[src/design/crtc_pkg.sv]
// package for the crt controller timing block: word types, codes, constants
package crtc_pkg;

    typedef enum logic [1:0] {
        REQ_SELECT = 2'd0,
        REQ_WRITE  = 2'd1,
        REQ_READ   = 2'd2,
        REQ_TICK   = 2'd3
    } req_t;

    typedef struct packed {
        logic [1:0] req_type;
        logic [7:0] bus_data;
    } in_word_t;

    typedef struct packed {
        logic [7:0]  read_data;
        logic        hsync_out;
        logic        vsync_out;
        logic        display_enable;
        logic [13:0] mem_address;
        logic [5:0]  row_address;
        logic        cursor_blink;
    } out_word_t;

    localparam int NUM_REGS = 18;
    localparam logic [13:0] ADDR_MASK = 14'h3fff;
    localparam logic [7:0] R16_RESET = 8'h14;
    localparam logic [7:0] R17_RESET = 8'h7c;

    // register indexes with side effects
    localparam logic [4:0] R_HDISP  = 5'd1;
    localparam logic [4:0] R_VADJ   = 5'd5;
    localparam logic [4:0] R_VDISP  = 5'd6;
    localparam logic [4:0] R_VSPOS  = 5'd7;
    localparam logic [4:0] R_MODE   = 5'd8;
    localparam logic [4:0] R_MAXRAS = 5'd9;

    // per-register write mask
    function automatic logic [7:0] wr_mask(input logic [4:0] idx);
        logic [7:0] m;
        begin
            case (idx)
                5'd4, 5'd6, 5'd7, 5'd10: m = 8'h7f;
                5'd5, 5'd9, 5'd11:       m = 8'h1f;
                5'd8:                    m = 8'hf3;
                5'd12, 5'd14:            m = 8'h3f;
                default:                 m = 8'hff;
            endcase
            wr_mask = m;
        end
    endfunction

    // only R12..R17 read back
    function automatic logic readable(input logic [4:0] idx);
        readable = (idx >= 5'd12) && (idx <= 5'd17);
    endfunction

endpackage

[src/design/crtc_core.sv]
// register file, counters and the one-word update logic
module crtc_core (
    input  logic                clk,
    input  logic                rst_n,
    input  logic                step,
    input  crtc_pkg::in_word_t  word,
    output crtc_pkg::out_word_t result
);
    import crtc_pkg::*;

    logic [7:0]  regs_reg [NUM_REGS];
    logic [7:0]  regs_next [NUM_REGS];
    logic [4:0]  sel_reg, sel_next;
    logic [7:0]  hc_reg, hc_next;
    logic [4:0]  rc_reg, rc_next;
    logic [6:0]  lc_reg, lc_next;
    logic [4:0]  adj_reg, adj_next;
    logic [13:0] ma_reg, ma_next, ls_reg, ls_next;
    logic [3:0]  hsc_reg, hsc_next, hsw_reg, hsw_next;
    logic [4:0]  vsc_reg, vsc_next, vsw_reg, vsw_next;
    logic f_htot_reg, f_htot_next, f_vtot_reg, f_vtot_next, f_mr_reg, f_mr_next;
    logic f_vadj_reg, f_vadj_next, f_vdisp_reg, f_vdisp_next, f_hdisp_reg, f_hdisp_next;
    logic f_r8dt_reg, f_r8dt_next, f_vscnt_reg, f_vscnt_next, f_hs_reg, f_hs_next;
    logic f_vs_reg, f_vs_next, f_ilace_reg, f_ilace_next;
    logic hlvs_reg, hlvs_next, par_reg, par_next, vsl_reg, vsl_next;
    logic [1:0] skew_reg, skew_next;
    logic [7:0] hds_reg, hds_next, hde_reg, hde_next;
    logic [5:0] bc_reg, bc_next;
    logic bp_reg, bp_next;
    logic [7:0] rd;
    logic [5:0] ra;

    // state registers
    always_ff @(posedge clk or negedge rst_n)
    begin
        if (!rst_n)
        begin
            for (int i = 0; i < NUM_REGS; i++) regs_reg[i] <= '0;
            regs_reg[16] <= R16_RESET;
            regs_reg[17] <= R17_RESET;
            sel_reg <= '0; hc_reg <= '0; rc_reg <= '0; lc_reg <= '0; adj_reg <= '0;
            ma_reg <= '0; ls_reg <= '0; hsc_reg <= '0; hsw_reg <= '0;
            vsc_reg <= '0; vsw_reg <= 5'd16;
            f_htot_reg <= 1'b0; f_vtot_reg <= 1'b0; f_mr_reg <= 1'b0;
            f_vadj_reg <= 1'b0; f_vdisp_reg <= 1'b0; f_hdisp_reg <= 1'b0;
            f_r8dt_reg <= 1'b0; f_vscnt_reg <= 1'b1; f_hs_reg <= 1'b0;
            f_vs_reg <= 1'b0; f_ilace_reg <= 1'b0;
            hlvs_reg <= 1'b0; par_reg <= 1'b0; vsl_reg <= 1'b1;
            skew_reg <= '0; hds_reg <= '0; hde_reg <= '0; bc_reg <= '0; bp_reg <= 1'b0;
            result <= '0;
        end
        else if (step)
        begin
            regs_reg <= regs_next;
            sel_reg <= sel_next; hc_reg <= hc_next; rc_reg <= rc_next;
            lc_reg <= lc_next; adj_reg <= adj_next; ma_reg <= ma_next; ls_reg <= ls_next;
            hsc_reg <= hsc_next; hsw_reg <= hsw_next; vsc_reg <= vsc_next; vsw_reg <= vsw_next;
            f_htot_reg <= f_htot_next; f_vtot_reg <= f_vtot_next; f_mr_reg <= f_mr_next;
            f_vadj_reg <= f_vadj_next; f_vdisp_reg <= f_vdisp_next;
            f_hdisp_reg <= f_hdisp_next; f_r8dt_reg <= f_r8dt_next;
            f_vscnt_reg <= f_vscnt_next; f_hs_reg <= f_hs_next; f_vs_reg <= f_vs_next;
            f_ilace_reg <= f_ilace_next;
            hlvs_reg <= hlvs_next; par_reg <= par_next; vsl_reg <= vsl_next;
            skew_reg <= skew_next; hds_reg <= hds_next; hde_reg <= hde_next;
            bc_reg <= bc_next; bp_reg <= bp_next;
            result.read_data      <= rd;
            result.hsync_out      <= f_hs_next;
            result.vsync_out      <= vsl_next;
            result.display_enable <= f_hdisp_next & f_vdisp_next & ~f_r8dt_next;
            result.mem_address    <= ma_next;
            result.row_address    <= ra;
            result.cursor_blink   <= bp_next;
        end
    end

    // next state for one word
    always_comb
    begin
        logic [4:0] idx;
        logic [7:0] val;
        logic [3:0] w;
        logic       vs_before;
        logic [1:0] d;
        logic [5:0] period;
        regs_next = regs_reg;
        sel_next = sel_reg; hc_next = hc_reg; rc_next = rc_reg; lc_next = lc_reg;
        adj_next = adj_reg; ma_next = ma_reg; ls_next = ls_reg;
        hsc_next = hsc_reg; hsw_next = hsw_reg; vsc_next = vsc_reg; vsw_next = vsw_reg;
        f_htot_next = f_htot_reg; f_vtot_next = f_vtot_reg; f_mr_next = f_mr_reg;
        f_vadj_next = f_vadj_reg; f_vdisp_next = f_vdisp_reg; f_hdisp_next = f_hdisp_reg;
        f_r8dt_next = f_r8dt_reg; f_vscnt_next = f_vscnt_reg; f_hs_next = f_hs_reg;
        f_vs_next = f_vs_reg; f_ilace_next = f_ilace_reg;
        hlvs_next = hlvs_reg; par_next = par_reg; vsl_next = vsl_reg;
        skew_next = skew_reg; hds_next = hds_reg; hde_next = hde_reg;
        bc_next = bc_reg; bp_next = bp_reg;
        rd = '0;
        idx = sel_reg;
        val = '0;
        w = '0;
        vs_before = 1'b0;
        d = '0;
        period = '0;

        case (req_t'(word.req_type))
            REQ_SELECT: sel_next = word.bus_data[4:0];
            REQ_READ:
            begin
                if (readable(idx)) rd = regs_reg[idx];
            end
            REQ_WRITE:
            begin
                if (idx < 5'(NUM_REGS))
                begin
                    val = word.bus_data & wr_mask(idx);
                    regs_next[idx] = val;
                    if (idx == R_HDISP)
                    begin
                        hde_next = val + {6'd0, skew_reg};
                        hds_next = {6'd0, skew_reg};
                        if (val == 8'd0) begin hds_next = '0; hde_next = '0; end
                    end
                    if (idx == R_VADJ || idx == R_VDISP)
                    begin
                        if ({1'b0, lc_reg} == regs_next[6]) f_vdisp_next = 1'b0;
                        if (lc_reg == '0 && rc_reg == '0 && regs_next[6] != 8'd0)
                            f_vdisp_next = 1'b1;
                    end
                    if (idx == R_VSPOS && {1'b0, lc_reg} == val && hc_reg != '0
                        && !f_vscnt_reg)
                    begin
                        w = regs_reg[3][7:4];
                        vsc_next = '0;
                        vsw_next = (w != '0) ? {1'b0, w} : 5'd16;
                        f_vscnt_next = 1'b1;
                        vsl_next = 1'b1;
                    end
                    if (idx == R_MODE)
                    begin
                        d = val[5:4];
                        f_r8dt_next = (d == 2'd3);
                        skew_next = (d == 2'd3) ? 2'd0 : d;
                        hde_next = regs_reg[1] + {6'd0, skew_next};
                        hds_next = {6'd0, skew_next};
                        if (regs_reg[1] == 8'd0) begin hds_next = '0; hde_next = '0; end
                    end
                    if (idx == R_MAXRAS)
                    begin
                        if (f_vadj_reg) f_mr_next = ({3'd0, adj_reg} == val);
                        else f_mr_next = ({3'd0, rc_reg} == val);
                    end
                end
            end
            REQ_TICK:
            begin
                hc_next = hc_reg + 8'd1;
                ma_next = (ma_reg + 14'd1) & ADDR_MASK;
                if (f_htot_reg)
                begin
                    vs_before = f_vscnt_reg;
                    f_htot_next = 1'b0;
                    hc_next = '0;
                    // end of a scan line
                    rc_next = rc_reg + 5'd1;
                    if (f_vscnt_next)
                    begin
                        vsc_next = vsc_reg + 5'd1;
                        if (vsc_next == vsw_reg)
                        begin
                            vsc_next = '0;
                            f_vscnt_next = 1'b0;
                        end
                    end
                    for (int k = 0; k < 2; k++)
                    begin
                        // k=0: adjust stage, k=1: restart after max raster
                        if (k == 0 && f_vadj_next)
                        begin
                            adj_next = adj_reg + 5'd1;
                            if ({3'd0, adj_next} == regs_reg[5])
                            begin
                                f_vadj_next = 1'b0;
                                ls_next = {regs_reg[12][5:0], regs_reg[13]};
                                rc_next = '0; lc_next = '0; f_vdisp_next = 1'b1;
                                bc_next = bc_next + 6'd1;
                                if (regs_reg[10][6])
                                begin
                                    period = regs_reg[10][5] ? 6'd32 : 6'd16;
                                    if (bc_next == period)
                                    begin
                                        bc_next = '0;
                                        bp_next = ~bp_next;
                                    end
                                end
                                else bp_next = ~regs_reg[10][5];
                            end
                        end
                        if (k == 1 && f_mr_reg)
                        begin
                            f_mr_next = 1'b0;
                            rc_next = '0;
                            if (f_vtot_reg)
                            begin
                                f_vtot_next = 1'b0;
                                par_next = ~par_reg;
                                if (regs_reg[5] != 8'd0)
                                begin
                                    adj_next = '0;
                                    f_vadj_next = 1'b1;
                                    lc_next = lc_next + 7'd1;
                                end
                                else
                                begin
                                    ls_next = {regs_reg[12][5:0], regs_reg[13]};
                                    rc_next = '0; lc_next = '0; f_vdisp_next = 1'b1;
                                    bc_next = bc_next + 6'd1;
                                    if (regs_reg[10][6])
                                    begin
                                        period = regs_reg[10][5] ? 6'd32 : 6'd16;
                                        if (bc_next == period)
                                        begin
                                            bc_next = '0;
                                            bp_next = ~bp_next;
                                        end
                                    end
                                    else bp_next = ~regs_reg[10][5];
                                end
                            end
                            else if (!f_vadj_next) lc_next = lc_next + 7'd1;
                        end
                    end
                    ma_next = ls_next;
                    f_ilace_next = regs_reg[8][0];
                    if (f_ilace_next)
                    begin
                        if (regs_reg[8][1])
                            f_mr_next = ({3'd0, rc_next} == {1'b0, regs_reg[9][7:1]});
                    end
                    else if (f_vadj_next)
                    begin
                        if ({3'd0, adj_next} == regs_reg[9]) f_mr_next = 1'b1;
                    end
                    else if ({3'd0, rc_next} == regs_reg[9]) f_mr_next = 1'b1;
                    if (f_mr_next && {1'b0, lc_next} == regs_reg[4]) f_vtot_next = 1'b1;
                    if ({1'b0, lc_next} == regs_reg[6]) f_vdisp_next = 1'b0;
                    if ({1'b0, lc_next} == regs_reg[7] && !f_vscnt_next)
                    begin
                        w = regs_reg[3][7:4];
                        vsc_next = '0;
                        vsw_next = (w != '0) ? {1'b0, w} : 5'd16;
                        f_vscnt_next = 1'b1;
                        vsl_next = 1'b1;
                    end
                    if (vs_before != f_vscnt_next)
                    begin
                        f_vs_next = f_vscnt_next;
                        hlvs_next = f_vscnt_next;
                        vsl_next = f_vscnt_next;
                    end
                end
                if (hc_next == regs_reg[0]) f_htot_next = 1'b1;
                if (hc_next == {1'b0, regs_reg[0][7:1]}) f_vs_next = hlvs_next;
                // horizontal sync width counter
                if (f_hs_reg)
                begin
                    hsc_next = hsc_reg + 4'd1;
                    if (hsc_next == hsw_reg)
                    begin
                        hsc_next = '0;
                        f_hs_next = 1'b0;
                    end
                end
                if (hc_next == regs_reg[2])
                begin
                    hsw_next = regs_reg[3][3:0];
                    if (hsw_next != '0 && !f_hs_next)
                    begin
                        f_hs_next = 1'b1;
                        hsc_next = '0;
                    end
                end
                // horizontal display window
                if (hc_next == hds_reg) f_hdisp_next = 1'b1;
                if (hc_next == hde_reg) f_hdisp_next = 1'b0;
                if (hc_next == regs_reg[1])
                begin
                    f_hdisp_next = 1'b0;
                    if (f_mr_next && f_vdisp_next) ls_next = ma_next;
                end
            end
            default: ;
        endcase

        if (f_ilace_next) ra = {rc_next, par_next};
        else if (f_vadj_next) ra = {1'b0, adj_next};
        else ra = {1'b0, rc_next};
    end

    // the result register tracks the refresh address
    assert property (@(posedge clk) disable iff (!rst_n)
        step |=> result.mem_address == ma_reg)
        else $error("memory address out of step");
    assert property (@(posedge clk) disable iff (!rst_n)
        step && word.req_type != REQ_TICK |=> hc_reg == $past(hc_reg))
        else $error("horizontal counter moved without a tick");
    assert property (@(posedge clk) disable iff (!rst_n)
        step && word.req_type != REQ_READ |=> result.read_data == 8'd0)
        else $error("read data not zero outside a read");
    assert property (@(posedge clk) disable iff (!rst_n)
        result.display_enable |-> !f_r8dt_reg)
        else $error("display enable while skew disables");
endmodule

[src/design/crt_controller_timing.sv]
// top level of the crt controller timing block: handshake and output register
//  channel | direction | word type   | handshake
//  in      | input     | in_word_t   | in_valid / in_ready
//  out     | output    | out_word_t  | out_valid / out_ready
// results are registered; one word can enter each clock unless input stalls
// the result register holds one word; input stalls only while it is full and not taken
// reset puts the registers in their power-up values and clears out_valid
module crt_controller_timing (
    input  logic                clk,
    input  logic                rst_n,
    input  logic                in_valid,
    output logic                in_ready,
    input  crtc_pkg::in_word_t  in_data,
    output logic                out_valid,
    input  logic                out_ready,
    output crtc_pkg::out_word_t out_data
);
    import crtc_pkg::*;

    logic valid_reg;
    logic step;

    // accept when the result slot is free or being drained
    assign in_ready  = !valid_reg || out_ready;
    assign step      = in_valid && in_ready;
    assign out_valid = valid_reg;

    always_ff @(posedge clk or negedge rst_n)
    begin
        if (!rst_n) valid_reg <= 1'b0;
        else if (in_ready) valid_reg <= in_valid;
    end

    crtc_core u_core (
        .clk    (clk),
        .rst_n  (rst_n),
        .step   (step),
        .word   (in_data),
        .result (out_data)
    );

    assert property (@(posedge clk) disable iff (!rst_n)
        valid_reg && !out_ready |=> valid_reg && $stable(out_data))
        else $error("result lost under stall");
    assert property (@(posedge clk) disable iff (!rst_n)
        step |=> valid_reg)
        else $error("accepted word produced no result");
    assert property (@(posedge clk) disable iff (!rst_n)
        !valid_reg |-> in_ready)
        else $error("empty slot refused input");
endmodule

[config.mk]
export PLATFORM = sky130hd
export DESIGN_NAME = crt_controller_timing
export DESIGN_NICKNAME = d
export VERILOG_FILES = /design/src/design/crtc_pkg.sv /design/src/design/crtc_core.sv /design/src/design/crt_controller_timing.sv
export SDC_FILE = /design/constraint.sdc
export NUM_CORES = 1
export LEC_CHECK = 0
export BUFFER_PORTS_ARGS = -buffer_cell sky130_fd_sc_hd__buf_2
export CAP_MARGIN = 20
export CORE_UTILIZATION = 39
export CTS_BUF_LIST = sky130_fd_sc_hd__clkbuf_4 sky130_fd_sc_hd__clkbuf_8
export DETAILED_ROUTE_END_ITERATION = 12
export PLACE_DENSITY_LB_ADDON = 0.08
export SETUP_SLACK_MARGIN = 0.15
export SYNTH_ARGS = -nofsm -noshare
export SYNTH_HDL_FRONTEND = slang
export SYNTH_SLANG_ARGS = --single-unit
[constraint.sdc]
create_clock -name clk -period 4 [get_ports clk]
set_clock_uncertainty 0.1 [all_clocks]
set_input_delay 0.2 -clock clk [delete_from_list [all_inputs] [get_ports clk]]
set_output_delay 0.2 -clock clk [all_outputs]
set_load 0.01 [all_outputs]
==> flow_metrics.py <==
metrics = {
    "timing": {
        "final_hold_viol_count": 0,
        "slew-limit-headroom_pct": 35.7,
        "fin_crit_sh_pct": 107,
        "min_period_ns": 4.26,
        "setup_slack_ns": -0.262,
        "worstMarginPinSlew_ns": 0.965,
        "fmaxAchievable_mhz": 235,
        "setup_viol": 28,
        "drv_slew": 0,
        "rsz0062_at_grt": "true",
    },
    "worst_setup_path": {
        "critical_path.max_fanout": 5,
        "path_class": "reg2reg",
        "path_common_cell": "ha_4",
        "crit_required_ns": 4.42,
        "cp_cell_sequence": "ha_4, o21ba_4, a221o_2, a2111o_1, and2_4, ha_4, nand4_1, nor2_2, xnor2_2, o31ai_2, nand3_4, nor4b_4, and4_4, nand2_4, a21boi_4, mux2_4",
        "worstSetupStartpointType": "flip-flop",
        "crit_family": "compound AO/OA/AOI/OAI gates",
        "cp-end-kind": "flip-flop",
        "slowest_delay_ns": 0.45,
        "crit_buf_inv": 0,
        "crit_arrival_ns": 4.68,
        "cp-startpoint": "u_core.adj_reg[1]$_DFFE_PN0P_",
        "slowest_stage": "a2111o_1",
        "rr_startpoint": "u_core.adj_reg[1]$_DFFE_PN0P_",
    },
    "finish": {
        "largest_register_ffs": 144,
        "multi_input_area_um2": 8990,
        "seq_area_um2": 6720,
        "areaGrowthSynthToFinish_pct": 18.1,
        "drive_above_1_share_pct": 27.4,
        "antenna_cells": 0,
        "final_cells": 2334,
        "fin_nets": 1794,
        "fill_cells": 3904,
    },
    "flow_run": {
        "drv_cap": 0,
    },
    "clock_tree": {
        "h-tree-depth": 2,
        "clk_latency_ns": 0.64,
        "tritoncts": "built",
        "cts.sinks": 268,
        "root_buffer": "clkbuf_8",
        "numCtsBuffers": 52,
        "clkTransAtPathRegs_ns": 0.06,
        "cts_buffer_depth": 3,
    },
    "pwr": {
        "vdd_drop_max_mv": 0.317,
        "p_per_area_nw_per_um2": 546,
        "p_leak_nw": 8.50,
    },
    "logic_synthesis": {
        "yosys_warnings": 0,
        "synthesis.nets": 1673,
        "yosys_most_used_dff": "dfrtp_1",
        "synth_edf_count": 0,
        "synthTopCellsByCount": "dfrtp_1 (258), nand2_1 (224), o21ai_0 (137)",
        "ys_top_cells_by_area": "dfrtp_1 (40%), mux2_2 (8.0%), mux4_2 (5.6%), nand2_1 (5.2%), o21ai_0 (4.3%)",
        "synth_top_area_share_pct": 40.0,
        "synth_seq_area_share_pct": 41.7,
        "ys_types": 91,
        "synth_most_common_cell": "dfrtp_1",
        "synth-seq-cells": 268,
        "netlist_area_um2": 16100,
        "async_flop_share_pct": 100,
        "avgSynthCellArea_um2": 9.83,
        "synth_top_cell_by_area": "dfrtp_1",
        "synthCells": 1641,
    },
    "hold_path": {
        "holdCritPathClass": "in2async",
    },
    "global_route": {
        "grt_pass1_wl_um": 81600,
        "first_global_vias": 13236,
        "grt_start_max_net_pins": 82,
        "grtUsageTotal_pct": 25.7,
        "antenna_found_initial": 0,
        "overflow": 0,
    },
    "detailed_routing": {
        "initialDrtViolationCount": 1026,
        "wl_per_cell_um": 22.5,
        "ant_nets": 0,
        "drtPass1Iterations": 7,
        "viasPerCell": 5.68,
        "vias": 13266,
        "routed_wl_um": 52500,
        "drcViolationCount": 0,
    },
    "status": {
        "violations": "setup timing",
        "outcome": "finished with violations",
    },
    "die": {
        "rows": 74,
        "start_util_pct": 39.5,
        "die_x_um": 205,
        "die_h_um": 205,
        "io_pins": 48,
        "dieArea_um2": 42200,
        "coreArea_um2": 40800,
    },
    "place": {
        "hpwl_um": 37200,
        "dp_cells": 2219,
        "place_congestion": 0.910,
        "post-place-ws_ns": -0.396,
        "numPortBuffers": 47,
    },
}
==> metrics by stage <==
step | power [mW] | hold slack [ns] | cell area [um2] | util, % | setup TNS [ns]
detailed placement | 7.42 | 0.172 | 17600 | 43.0 | -7.52
finish | 10.4 | 0.0755 | 19100 | 46.7 | -5.21
floorplan | 6.14 | -0.196 | 16200 | - | -2.90
global placement | 7.37 | 0.174 | 17600 | 43.0 | -6.00
CTS | 10.5 | 0.0645 | 19000 | 46.4 | -3.82
global route | 11.1 | 0.0936 | 19100 | 46.7 | -9.60
==> routing by layer <==
layer,vias up,global-route usage [%],routed length (um)
met5,-,0,0
met1,6668,34.4,23200
met2,356,41.2,24600
li1,6149,-,-
met3,93,4.31,2880
met4,0,10.2,1770
==> repair_timing <==
item,in CTS,in global routing
pin swaps,31,7
hold buffers,7,0
buffers inserted,10,3
gates resized for setup,28,15
endpoints found under the setup margin,29,31
cloned,1,0
endpoints found under the hold margin,95,0
==> worst reg2reg max path, stage by stage, from the launching register on <==
cell and delay (ns):
dfrtp_1 0.40, ha_4 0.19, o21ba_4 0.19, a221o_2 0.35, a2111o_1 0.45, and2_4 0.20
ha_4 0.15, nand4_1 0.15, nor2_2 0.08, xnor2_2 0.18, o31ai_2 0.29, nand3_4 0.12
nor4b_4 0.30, and4_4 0.33, nand2_4 0.08, a21boi_4 0.27, mux2_4 0.33
==> final cells by class <==
class | count | share of cell area, %
Clock buffer | 82 | 5.27
Clock inverter | 12 | 0.532
Inverter | 29 | 0.571
Multi-Input combinational cell | 1225 | 47.2
Sequential cell | 268 | 35.3
Tap cell | 532 | 3.49
Timing Repair Buffer | 186 | 7.64
==> cells in the final DEF, fill, tap and decap left out, types with 10 or more instances in the layout <==
cell type,count
nand2_1,220
mux4_2,40
dfstp_2,10
nand2b_1,11
a22o_1,12
nand3_1,60
o22ai_1,12
dfrtp_1,256
clkbuf_4,20
nor3_1,31
and2_1,15
a21oi_1,47
ha_1,14
buf_4,113
inv_1,27
xor2_1,62
xnor2_1,70
buf_6,11
buf_2,46
nor2b_1,12
nand4_1,18
nor4_1,20
nor2_1,102
mux2i_1,38
mux2_2,109
o21ai_0,133
clkbuf_8,62
o22a_1,13
==> path summary, 6_finish.rpt <==
kind	slack [ns]	cells after the start	endpoint
hold / removal	0.08	2	u_core.bc_reg[5]$_DFFE_PN0P_
min in group clk	0.11	3	u_core.regs_reg[15]$_DFFE_PN0P_
hold reg to reg	0.37	2	u_core.result[1]$_DFFE_PN0P_
setup / recovery	-0.26	16	u_core.vsw_reg[0]$_DFFE_PN0P_
setup reg to reg	-0.26	16	u_core.vsw_reg[0]$_DFFE_PN0P_
max in group asynchronous	2.87	3	u_core.sel_reg[1]$_DFFE_PN0P_
==> cells by family (layout without fill, tap and decap cells) <==
group | after synthesis | in the layout | share of synthesized area [%]
compound gates | 327 | 327 | 13.6
xor+xnor | 133 | 133 | 7.22
fa+ha+maj | 18 | 18 | 1.49
buf+inv | 148 | 309 | 3.90
flops | 268 | 268 | 41.7
mux | 193 | 193 | 16.0
simple gates | 554 | 554 | 16.2
==> report_power, final <==
group / switching (mW) / total (mW) / internal (mW) / leakage [nW]
clock: 1.27 / 2.93 / 1.66 / 0.590
sequential: 0.684 / 3.92 / 3.24 / 3.59
combinational: 1.96 / 3.55 / 1.59 / 4.33
Power figures use the tool's default switching activity.
